File: src/sv/tcw_pkg.sv
package tcw_pkg;

    // screen geometry
    localparam int ROWS   = 25;
    localparam int COLS   = 80;
    localparam int CELLS  = ROWS * COLS;
    localparam int ROW_W  = $clog2(ROWS);
    localparam int COL_W  = $clog2(COLS);
    localparam int ADDR_W = $clog2(CELLS);

    // fixed field widths
    localparam int CHAR_W      = 8;
    localparam int CELL_W      = 2 * CHAR_W;
    localparam int ROW_FIELD_W = 5;
    localparam int COL_FIELD_W = 7;
    localparam int TAB_W       = 4;
    localparam int CFG_IDX_W   = 2;
    localparam int CFG_DATA_W  = 8;

    // command queue between front and back, power of two
    localparam int QUEUE_DEPTH = 2;
    localparam int QPTR_W      = $clog2(QUEUE_DEPTH);
    localparam int QCNT_W      = $clog2(QUEUE_DEPTH + 1);

    // character codes
    localparam logic [CHAR_W-1:0] CH_TAB   = 8'h09;
    localparam logic [CHAR_W-1:0] CH_NL    = 8'h0A;
    localparam logic [CHAR_W-1:0] CH_CR    = 8'h0D;
    localparam logic [CHAR_W-1:0] CH_SPACE = 8'h20;

    localparam logic [CHAR_W-1:0] RESET_ATTR = 8'h07;
    localparam logic [TAB_W-1:0]  RESET_TAB  = 4'd4;
    localparam logic [CELL_W-1:0] RESET_CELL = {RESET_ATTR, CH_SPACE};

    // register indexes
    localparam logic [CFG_IDX_W-1:0] CFG_ATTR = 2'd0;
    localparam logic [CFG_IDX_W-1:0] CFG_TAB  = 2'd1;

    // command codes
    localparam logic [2:0] OP_NONE  = 3'd0;
    localparam logic [2:0] OP_PRINT = 3'd1;
    localparam logic [2:0] OP_LINE  = 3'd2;
    localparam logic [2:0] OP_TAB   = 3'd3;
    localparam logic [2:0] OP_READ  = 3'd4;

    typedef struct packed {
        logic                   action;
        logic [CHAR_W-1:0]      char_code;
        logic [ROW_FIELD_W-1:0] read_row;
        logic [COL_FIELD_W-1:0] read_col;
    } in_item_t;

    typedef struct packed {
        logic [COL_FIELD_W-1:0] cursor_col;
        logic [ROW_FIELD_W-1:0] cursor_row;
        logic [CHAR_W-1:0]      cell_char;
        logic [CHAR_W-1:0]      cell_attr;
        logic                   scrolled;
    } out_item_t;

    typedef struct packed {
        logic [CHAR_W-1:0] attr;
        logic [TAB_W-1:0]  tab_width;
    } cfg_t;

    typedef struct packed {
        logic [2:0]        op;
        logic [CHAR_W-1:0] ch;
        logic [ROW_W-1:0]  row;
        logic [COL_W-1:0]  col;
    } cmd_t;

    // queue head as seen by the back end
    typedef struct packed {
        logic valid;
        cmd_t cmd;
    } queue_head_t;

    // back end control toward the front end
    typedef struct packed {
        logic pop;
        logic hold;
    } back_ctl_t;

    // logical row to storage row, rows rotate on scroll
    function automatic logic [ROW_W-1:0] phys_row(input logic [ROW_W-1:0] row,
                                                  input logic [ROW_W-1:0] top);
        logic [ROW_W:0] sum;
        sum = {1'b0, row} + {1'b0, top};
        if (sum >= (ROW_W+1)'(ROWS))
            sum = sum - (ROW_W+1)'(ROWS);
        return sum[ROW_W-1:0];
    endfunction

    function automatic logic [ADDR_W-1:0] cell_addr(input logic [ROW_W-1:0] row,
                                                    input logic [COL_W-1:0] col);
        return ADDR_W'(ADDR_W'(row) * ADDR_W'(COLS)) + ADDR_W'(col);
    endfunction

endpackage

File: src/sv/tcw_front.sv
module tcw_front (
    input  logic                clk,
    input  logic                rst_n,
    input  logic                in_valid,
    output logic                in_ready,
    input  tcw_pkg::in_item_t   in_data,
    input  tcw_pkg::back_ctl_t  ctl,
    output tcw_pkg::queue_head_t head
);

    import tcw_pkg::*;

    cmd_t              cmd_in;
    cmd_t              q_reg [QUEUE_DEPTH];
    logic [QPTR_W-1:0] wr_ptr_reg, wr_ptr_next;
    logic [QPTR_W-1:0] rd_ptr_reg, rd_ptr_next;
    logic [QCNT_W-1:0] count_reg, count_next;
    logic              push;

    // classify the incoming item
    always_comb
    begin
        cmd_in.ch  = in_data.char_code;
        cmd_in.row = ROW_W'(in_data.read_row);
        cmd_in.col = COL_W'(in_data.read_col);
        if (in_data.action)
        begin
            if ((int'(in_data.read_row) < ROWS) && (int'(in_data.read_col) < COLS))
                cmd_in.op = OP_READ;
            else
                cmd_in.op = OP_NONE;
        end
        else if ((in_data.char_code == CH_NL) || (in_data.char_code == CH_CR))
            cmd_in.op = OP_LINE;
        else if (in_data.char_code == CH_TAB)
            cmd_in.op = OP_TAB;
        else
            cmd_in.op = OP_PRINT;
    end

    assign in_ready = (count_reg != QCNT_W'(QUEUE_DEPTH)) && !ctl.hold;
    assign push     = in_valid && in_ready;

    always_comb
    begin
        wr_ptr_next = wr_ptr_reg;
        rd_ptr_next = rd_ptr_reg;
        count_next  = count_reg;
        if (push)
            wr_ptr_next = wr_ptr_reg + 1'b1;
        if (ctl.pop)
            rd_ptr_next = rd_ptr_reg + 1'b1;
        if (push && !ctl.pop)
            count_next = count_reg + 1'b1;
        else if (!push && ctl.pop)
            count_next = count_reg - 1'b1;
    end

    always_ff @(posedge clk or negedge rst_n)
    begin
        if (!rst_n)
        begin
            wr_ptr_reg <= '0;
            rd_ptr_reg <= '0;
            count_reg  <= '0;
        end
        else
        begin
            wr_ptr_reg <= wr_ptr_next;
            rd_ptr_reg <= rd_ptr_next;
            count_reg  <= count_next;
        end
    end

    always_ff @(posedge clk)
    begin
        if (push)
        begin
            q_reg[wr_ptr_reg] <= cmd_in;
        end
    end

    assign head.valid = (count_reg != '0);
    assign head.cmd   = q_reg[rd_ptr_reg];

    a_pop_nonempty: assert property (@(posedge clk) disable iff (!rst_n)
        ctl.pop |-> (count_reg != '0))
        else $error("command queue popped while empty");

    a_count_bound: assert property (@(posedge clk) disable iff (!rst_n)
        count_reg <= QCNT_W'(QUEUE_DEPTH))
        else $error("command queue count overflow");

endmodule

File: config.mk
export PLATFORM = sky130hd
export DESIGN_NAME = tcw_front
export DESIGN_NICKNAME = d
export VERILOG_FILES = /design/src/sv/tcw_pkg.sv /design/src/sv/tcw_front.sv
export SDC_FILE = /design/constraint.sdc
export NUM_CORES = 1
export LEC_CHECK = 0
export ABC_CLOCK_PERIOD_IN_PS = 4300
export BUFFER_PORTS_ARGS = -buffer_cell sky130_fd_sc_hd__buf_2
export CAP_MARGIN = 20
export CORE_ASPECT_RATIO = 1.2
export CORE_MARGIN = 8
export CORE_UTILIZATION = 44
export CTS_CLUSTER_DIAMETER = 150
export CTS_CLUSTER_SIZE = 40
export DETAILED_ROUTE_END_ITERATION = 6
export PLACE_DENSITY = 0.69
export SYNTH_ARGS = -nofsm -noshare
export SYNTH_HDL_FRONTEND = slang
export SYNTH_SLANG_ARGS = --single-unit
File: constraint.sdc
create_clock -name clk -period 4.3 [get_ports clk]
set_input_delay 0.215 -clock clk [delete_from_list [all_inputs] [get_ports clk]]
set_output_delay 0.215 -clock clk [all_outputs]
set_load 0.05 [all_outputs]
==> impl_metrics.env, run 1 <==
export IMPL_cts_num_sinks=50
export IMPL_leakagePower_uw=0.001016
export IMPL_ys_warn_count=0
export IMPL_timing_fmax_ghz=0.5095
export IMPL_path_cells="inv_1 -> a21oi_2 -> and3_1"
export IMPL_viasPerCell=4.799
export IMPL_ys_types=23
export IMPL_slew_headroom_pct=29.98
export IMPL_skew_ns=0.003242
export IMPL_path_max_fanout=23
export IMPL_initial_core_util_pct=45.25
export IMPL_numCtsBuffers=5
export IMPL_drt_iter0_drc=25
export IMPL_cp_start_kind="register"
export IMPL_syn_area_sq_um=2048
export IMPL_postCtsSetupRepairBufs=0
export IMPL_hold_class="input pin to register"
export IMPL_grt_max_degree=24
export IMPL_setup_viol=0
export IMPL_grt_overflow_total=0
export IMPL_cts_buffer_depth=2
export IMPL_hold_viol=0
export IMPL_drc=0
export IMPL_post_route_min_period_ns=1.963
export IMPL_cpPeakStageDelay_ns=0.87
export IMPL_coreArea_sq_um=4527
export IMPL_final_util_pct=55.06
export IMPL_via_count=1051
export IMPL_cp_num_buf_inv=1
export IMPL_drv_cap=0
export IMPL_grt_usage_pct=9.913
export IMPL_cp_data_required_time_ns=4.22
export IMPL_drive_above_1_share_pct=54.04
export IMPL_dieArea_sq_um=7104
export IMPL_worstPathArrival_ns=1.88
export IMPL_cts_tree="done"
export IMPL_post_drt_wl_per_cell_um=16.07
export IMPL_largest_register_ffs=46
export IMPL_grt_pass1_wl_um=5554
export IMPL_antenna_found_initial=0
export IMPL_ctsRootBufferMaster="clkbuf_8"
export IMPL_finalCritPeriodShare_pct=45.65
export IMPL_place_congestion=0.6472
export IMPL_die_h_um=90.74
export IMPL_clock_latency_ns=0.29
export IMPL_crit_path_end_kind="register"
export IMPL_maxSlewViolCount=0
export IMPL_tightest_slew_ns=1.050
export IMPL_ys_seq_area_share_pct=72.33
export IMPL_drtPass1Iterations=4
export IMPL_port_buffers=50
export IMPL_critPathSlowestCell="and3_1"
export IMPL_ctsResizeCount=0
export IMPL_antenna_cells=0
export IMPL_drt_total_wl_um=3520
export IMPL_core_rowCount=27
export IMPL_critPathKind="register to register"
export IMPL_status="finished clean"
export IMPL_p_per_area_nw_per_um2=699.4
export IMPL_syn_to_final_growth_pct=21.69
export IMPL_setup_tns_final_ns=0
export IMPL_io_pins=51
export IMPL_synth_nets=130
export IMPL_nets=187
export IMPL_r2r_slack_ns=2.34
export IMPL_synthCells=103
export IMPL_rsz0062_at_grt="false"
export IMPL_h_tree_depth=2
export IMPL_path_delay_family="simple AND/OR/NAND/NOR gates"
export IMPL_place_hpwl_um=2633
export IMPL_clk_pin_slew_ns=0.09
export IMPL_first_global_vias=1166
export IMPL_ir_drop_v=0.0005242
export IMPL_antenna_left=0
export IMPL_die_width_um=78.29
export IMPL_hold_buffers=1
export IMPL_avgSynthCellArea_sq_um=19.89
export IMPL_ys_seq_elements=50
## where the power goes
group / switching, uW / internal, uW
sequential: 31.5 / 613
clock: 149 / 233
combinational: 484 / 234
total: 664 / 1080
## metal layers
metal	track usage, %	share of wire (%)	up-vias
met4	3.715	0.85	0
li1	-	-	501
met1	10.51	40	512
met2	17.23	53	33
met3	3.685	6.6	5
met5	0	0	-
## Yosys cell counts (all sizes together)
| cell type | count | area (sq um) |
|---|---|---|
| o311ai | 1 | 8.760 |
| ha | 1 | 12.51 |
| a31oi | 1 | 6.260 |
| buf | 3 | 51.30 |
| o21ai | 1 | 5.000 |
| o211ai | 2 | 20.02 |
| nor2 | 3 | 11.26 |
| mux2 | 23 | 330.3 |
| nor4 | 1 | 12.51 |
| xnor2 | 3 | 26.28 |
| a21o | 1 | 7.510 |
| dfrtp | 4 | 100.1 |
| a21oi | 1 | 8.760 |
| nor2b | 1 | 6.260 |
| edfxtp | 46 | 1381 |
| and3 | 2 | 12.51 |
| xor2 | 2 | 17.52 |
| nand2 | 1 | 3.750 |
| inv | 5 | 18.77 |
| nor3b | 1 | 7.510 |
## cells in the final DEF (no fill, tap or decap), types with 2 or more instances in the layout
cell,n
dfrtp_1,4
and3_1,2
edfxtp_1,46
bufinv_16,2
xnor2_1,3
mux2_2,4
mux2_4,19
buf_2,50
inv_1,5
xor2_1,2
clkbuf_8,5
nor2_1,2
## layout make-up
type / instances / area [sq um]
clock buffer: 5 / 68.82
inverter: 5 / 18.77
fill: 376 / 2034
timing repair buffer: 53 / 282.8
tap: 58 / 72.57
multi-input combinational: 45 / 499.2
clock inverter: 3 / 68.82
sequential: 50 / 1481
## stage by stage
stage               cells  hold slack, ns  power, uW  cell area (sq um)  setup slack (ns)
floorplan             103        -0.08059       1281               2048             2.201
global placement      209         0.02065       1363               2330             2.404
detailed placement    209         0.02814       1379               2330             2.309
CTS                   218         0.09666       1758               2477             2.289
global route          219         0.08225       1812               2492             2.202
finish                219          0.1015       1743               2492             2.337
## cell families (layout without fill, tap and decap cells)
logic type,Yosys count,in the layout,synth area share [%]
and+or+nand+nor,9,9,2.627
muxes,23,23,16.13
adders and majority gates,1,1,0.6108
xor gates and xnor gates,5,5,2.138
DFF,50,50,72.33
buffers and inverters,8,66,3.421
AOI/OAI and AO/OA,7,7,2.749
## worst paths after layout
kind                               from            to  depth (start not counted)
max reg2reg                count_reg[0]  q_reg[1][17]                          3
min reg2reg                  rd_ptr_reg    rd_ptr_reg                          1
min                          in_data[0]   q_reg[1][0]                          1
min in group asynchronous         rst_n  count_reg[0]                          2
max                        count_reg[0]  q_reg[1][17]                          3
max in group asynchronous         rst_n    rd_ptr_reg                          2
Note: power is estimated with default switching activity, not from simulation.
==> run 2, diff against run 1 <==
ABC_CLOCK_PERIOD_IN_PS = 1730   (was 4300)
PLACE_DENSITY = 0.72   (was 0.69)
clock period = 1.73 ns   (was 4.3 ns; I/O delays follow)
==> impl_metrics.env, run 2 (synthesis results as in run 1) <==
export IMPL_hold_viol=0
export IMPL_clk_pin_slew_ns=0.09
export IMPL_cp_data_required_time_ns=1.64
export IMPL_path_max_fanout=15
export IMPL_place_congestion=0.7466
export IMPL_setup_tns_final_ns=0
export IMPL_fillers=371
export IMPL_place_area_sq_um=2381
export IMPL_ctsResizeCount=0
export IMPL_largest_register_ffs=46
export IMPL_drt_total_wl_um=3766
export IMPL_drv_cap=0
export IMPL_path_cells="buf_4 -> mux2_2 -> buf_2"
export IMPL_cts_num_sinks=50
export IMPL_first_global_vias=1251
export IMPL_skew_ns=0.005357
export IMPL_numCtsBuffers=5
export IMPL_cts_tree="done"
export IMPL_coreArea_sq_um=4527
export IMPL_antenna_cells=0
export IMPL_io_pins=51
export IMPL_r2r_slack_ns=0.22
export IMPL_drive_above_1_share_pct=50.56
export IMPL_maxSlewViolCount=0
export IMPL_cts_buffer_depth=2
export IMPL_p_per_area_nw_per_um2=1572
export IMPL_viasPerCell=4.746
export IMPL_hold_class="input pin to register"
export IMPL_post_place_ws_ns=0.2538
export IMPL_grt_pass1_wl_um=5934
export IMPL_layout_common_cells="buf_2, edfxtp_1, mux2_4"
export IMPL_via_count=1120
export IMPL_initial_core_util_pct=45.25
export IMPL_drc=0
export IMPL_grt_max_degree=24
export IMPL_mostFrequentLayoutCell="buf_2"
export IMPL_clock_latency_ns=0.29
export IMPL_port_buffers=50
export IMPL_worstPathArrival_ns=1.53
export IMPL_ir_drop_v=0.001027
export IMPL_grt_usage_pct=10.79
export IMPL_grt_overflow_total=0
export IMPL_finalCritPeriodShare_pct=93.54
export IMPL_tightest_slew_ns=0.3492
export IMPL_die_width_um=78.29
export IMPL_postCtsSetupRepairBufs=0
export IMPL_antenna_left=0
export IMPL_leakagePower_uw=0.001065
export IMPL_core_rowCount=27
export IMPL_ctsRootBufferMaster="clkbuf_8"
export IMPL_critPathKind="register to output pin"
export IMPL_slew_headroom_pct=76.53
export IMPL_dieArea_sq_um=7104
export IMPL_timing_fmax_ghz=0.6179
export IMPL_drt_iter0_drc=56
export IMPL_nets=204
export IMPL_critPathSlowestCell="mux2_2"
export IMPL_crit_path_end_kind="output pin"
export IMPL_setup_viol=0
export IMPL_place_hpwl_um=2738
export IMPL_postLayoutCellArea_sq_um=2620
export IMPL_status="finished clean"
export IMPL_syn_to_final_growth_pct=27.92
export IMPL_fin_ws_ns=0.1117
export IMPL_fin_hold_ws_ns=0.007250
export IMPL_cpPeakStageDelay_ns=0.38
export IMPL_post_route_min_period_ns=1.618
export IMPL_rsz0062_at_grt="false"
export IMPL_h_tree_depth=2
export IMPL_die_h_um=90.74
export IMPL_drtPass1Iterations=6
export IMPL_post_drt_wl_per_cell_um=15.96
export IMPL_final_util_pct=57.88
export IMPL_antenna_found_initial=0
export IMPL_cp_start_kind="register"
==> run 2: cell count changes in the layout (fill, tap and decap cells not counted) <==
cell	before	now
inv_6	0	1
bufinv_16	2	0
buf_4	1	4
clkinv_4	1	0
dlygate4sd3_1	1	15
a21oi_4	0	1
a21oi_2	1	0
clkinv_1	0	1
and3_1	2	1
and3_2	0	1
clkinvlp_4	0	1
buf_12	0	1
buf_8	1	0
==> run 2: report_power, final <==
part           switching, uW  leakage [uW]  internal (uW)  total (uW)
Clock                    363     0.0000422            285         647
Sequential              81.5      0.000467           1520        1600
Combinational           1230      0.000556            636        1870
==> run 2: worst paths after layout <==
check / from / endpoint / depth (start not counted)
setup / recovery: rd_ptr_reg / head[22] / 3
hold / removal: in_data[12] / q_reg[1][12] / 1
setup reg to reg: count_reg[1] / count_reg[1] / 7
hold reg to reg: wr_ptr_reg / wr_ptr_reg / 1
max in group asynchronous: rst_n / rd_ptr_reg / 2
min in group asynchronous: rst_n / count_reg[0] / 2
==> run 2: timing repair <==
item	CTS	global route
endpoints found under the hold margin	31	0
hold buffers	15	0
setup endpoints to repair	0	0
==> run 2: critical path, delay by kind of cell (launching register included) <==
family                 cells  cell delay (ns)
multiplexers               1             0.38
flip-flops                 1             0.35
buffers and inverters      2             0.49
==> run 2: cell type report <==
type                    count  area, sq um  area share (%)
inverters                   5        18.77          0.7163
flip-flops and latches     50         1481           56.54
clock inverters             3        20.02          0.7641
clock buffers               5        68.82           2.627
repair buffers             70        450.4           17.19
multi-input cells          45        508.0           19.39
well taps                  58        72.57           2.770
==> run 2: routing by layer <==
layer / vias up / routed length (um) / global-route usage [%]
li1: 536 / - / -
met1: 540 / 1491 / 11.08
met2: 40 / 1981 / 18.96
met3: 4 / 245 / 3.586
met4: 0 / 46 / 5.108
met5: - / 0 / 0
==> run 2: per-stage QoR <==
step	std cells	power (uW)
6_report	236	4118
5_1_grt	236	4288
4_1_cts	236	4159
3_5_place_dp	213	3488
3_3_place_gp	213	3445
2_1_floorplan	103	3200
==> run 3, diff against run 2 <==
BUFFER_PORTS_ARGS = default   (was -buffer_cell sky130_fd_sc_hd__buf_2)
DONT_BUFFER_PORTS = 1   (was default)
PLACE_DENSITY = 0.62   (was 0.72)
==> impl_metrics.env, run 3 (synthesis results as in run 1) <==
export IMPL_die_width_um=78.29
export IMPL_multiInputGateArea_sq_um=508.0
export IMPL_cts_buffer_depth=2
export IMPL_gr_usage_met3_pct=4.283
export IMPL_hold_path_startpoint="ctl[0]"
export IMPL_leakagePower_uw=0.0009110
export IMPL_startpoint="count_reg[0]"
export IMPL_drt_total_wl_um=3541
export IMPL_reg2regPathDepth=4
export IMPL_slew_headroom_pct=68.50
export IMPL_antenna_left=0
export IMPL_largest_register_ffs=46
export IMPL_register_area_sq_um=1481
export IMPL_status="finished clean"
export IMPL_syn_to_final_growth_pct=20.22
export IMPL_finalCritPeriodShare_pct=87.97
export IMPL_port_buffers=0
export IMPL_io_pins=51
export IMPL_antenna_cells=0
export IMPL_cp_data_required_time_ns=1.73
export IMPL_h_tree_depth=2
export IMPL_place_congestion=0.6712
export IMPL_die_h_um=90.74
export IMPL_ctsResizeCount=0
export IMPL_fillers=380
export IMPL_clock_latency_ns=0.29
export IMPL_hold_viol=0
export IMPL_grt_use_met1_pct=11.17
export IMPL_maxSlewViolCount=0
export IMPL_post_route_min_period_ns=1.522
export IMPL_skew_ns=0.006957
export IMPL_grt_usage_pct=10.24
export IMPL_core_rowCount=27
export IMPL_hold_buffers=24
export IMPL_ir_drop_v=0.0008439
export IMPL_antenna_found_initial=0
export IMPL_final_cells=194
export IMPL_tightest_slew_ns=0.4713
export IMPL_placed_cells=163
export IMPL_clk_pin_slew_ns=0.07
export IMPL_first_global_vias=1079
export IMPL_grt_max_degree=24
export IMPL_critPathKind="register to register"
export IMPL_post_drt_wl_per_cell_um=18.25
export IMPL_dieArea_sq_um=7104
export IMPL_postCtsSetupRepairBufs=0
export IMPL_p_per_area_nw_per_um2=1588
export IMPL_busiest_layer="met2"
export IMPL_cts_tree="done"
export IMPL_numCtsBuffers=5
export IMPL_r2r_start="count_reg[0]"
export IMPL_path_max_fanout=17
export IMPL_worstPathArrival_ns=1.52
export IMPL_hold_class="input pin to register"
export IMPL_drv_cap=0
export IMPL_grt_pass1_wl_um=5637
export IMPL_layout_common_cells="edfxtp_1, dlygate4sd3_1, mux2_4"
export IMPL_place_hpwl_um=2450
export IMPL_setup_viol=0
export IMPL_drc=0
export IMPL_coreArea_sq_um=4527
export IMPL_drive_above_1_share_pct=29.41
export IMPL_grt_overflow_total=0
export IMPL_cp_start_kind="register"
export IMPL_cts_num_sinks=50
export IMPL_mostFrequentLayoutCell="edfxtp_1"
export IMPL_drt_iter0_drc=54
export IMPL_holdPathStages=3
export IMPL_viasPerCell=5.057
export IMPL_timing_fmax_ghz=0.6571
export IMPL_via_count=981
export IMPL_rsz0062_at_grt="false"
export IMPL_initial_core_util_pct=45.25
export IMPL_drtPass1Iterations=4
export IMPL_ctsRootBufferMaster="clkbuf_8"
export IMPL_crit_path_end_kind="register"
export IMPL_setup_tns_final_ns=0
export IMPL_grtUsageMet2_pct=16.54
export IMPL_nets=163
==> run 3: final cells by class <==
| cell class | count | area share, % |
|---|---|---|
| clock buffers | 5 | 2.795 |
| clock inverters | 2 | 0.4065 |
| inverters | 5 | 0.7622 |
| multi-input cells | 45 | 20.63 |
| flip-flops and latches | 50 | 60.16 |
| well taps | 58 | 2.947 |
| repair buffers | 29 | 12.30 |
==> run 3: power breakdown <==
| part | switching [uW] | total, uW | leakage [uW] | internal, uW |
|---|---|---|---|---|
| logic | 1180 | 1710 | 0.000400 | 537 |
| registers | 75.2 | 1600 | 0.000467 | 1520 |
| clock network | 330 | 601 | 0.0000438 | 271 |
| total | 1580 | 3910 | 0.000911 | 2330 |
==> run 3: critical path, stage by stage (launching register included) <==
cell,delay (ns)
dfrtp_1,0.43
inv_1,0.12
a21oi_4,0.16
and3_2,0.33
buf_12,0.19
==> run 3: worst paths after layout <==
| path | to | slack [ns] |
|---|---|---|
| max | q_reg[1][20] | 0.21 |
| min | wr_ptr_reg | 0.03 |
| max reg2reg | q_reg[1][20] | 0.21 |
| min reg2reg | wr_ptr_reg | 0.52 |
| max in group asynchronous | rd_ptr_reg | 1.49 |
| min in group asynchronous | count_reg[1] | 0.07 |
==> run 3: per-layer routing <==
metal  vias to the layer above  share of wire, %
li1                        454                 -
met1                       481                39
met2                        40                51
met3                         6               9.0
met4                         0               1.4
met5                         -                 0
==> run 3: through the flow <==
step | setup slack (ns) | power (uW) | hold WS, ns | cell area (sq um) | util (%)
finish | 0.2082 | 3909 | 0.03077 | 2462 | 54.39
global placement | 0.2759 | 3287 | -0.2089 | 2143 | 47.35
global route | 0.09017 | 4083 | 0.03779 | 2462 | 54.39
CTS | 0.1972 | 3973 | 0.02460 | 2462 | 54.39
detailed placement | 0.2093 | 3314 | -0.2089 | 2143 | 47.35
floorplan | 0.01826 | 3200 | -0.2091 | 2059 | -
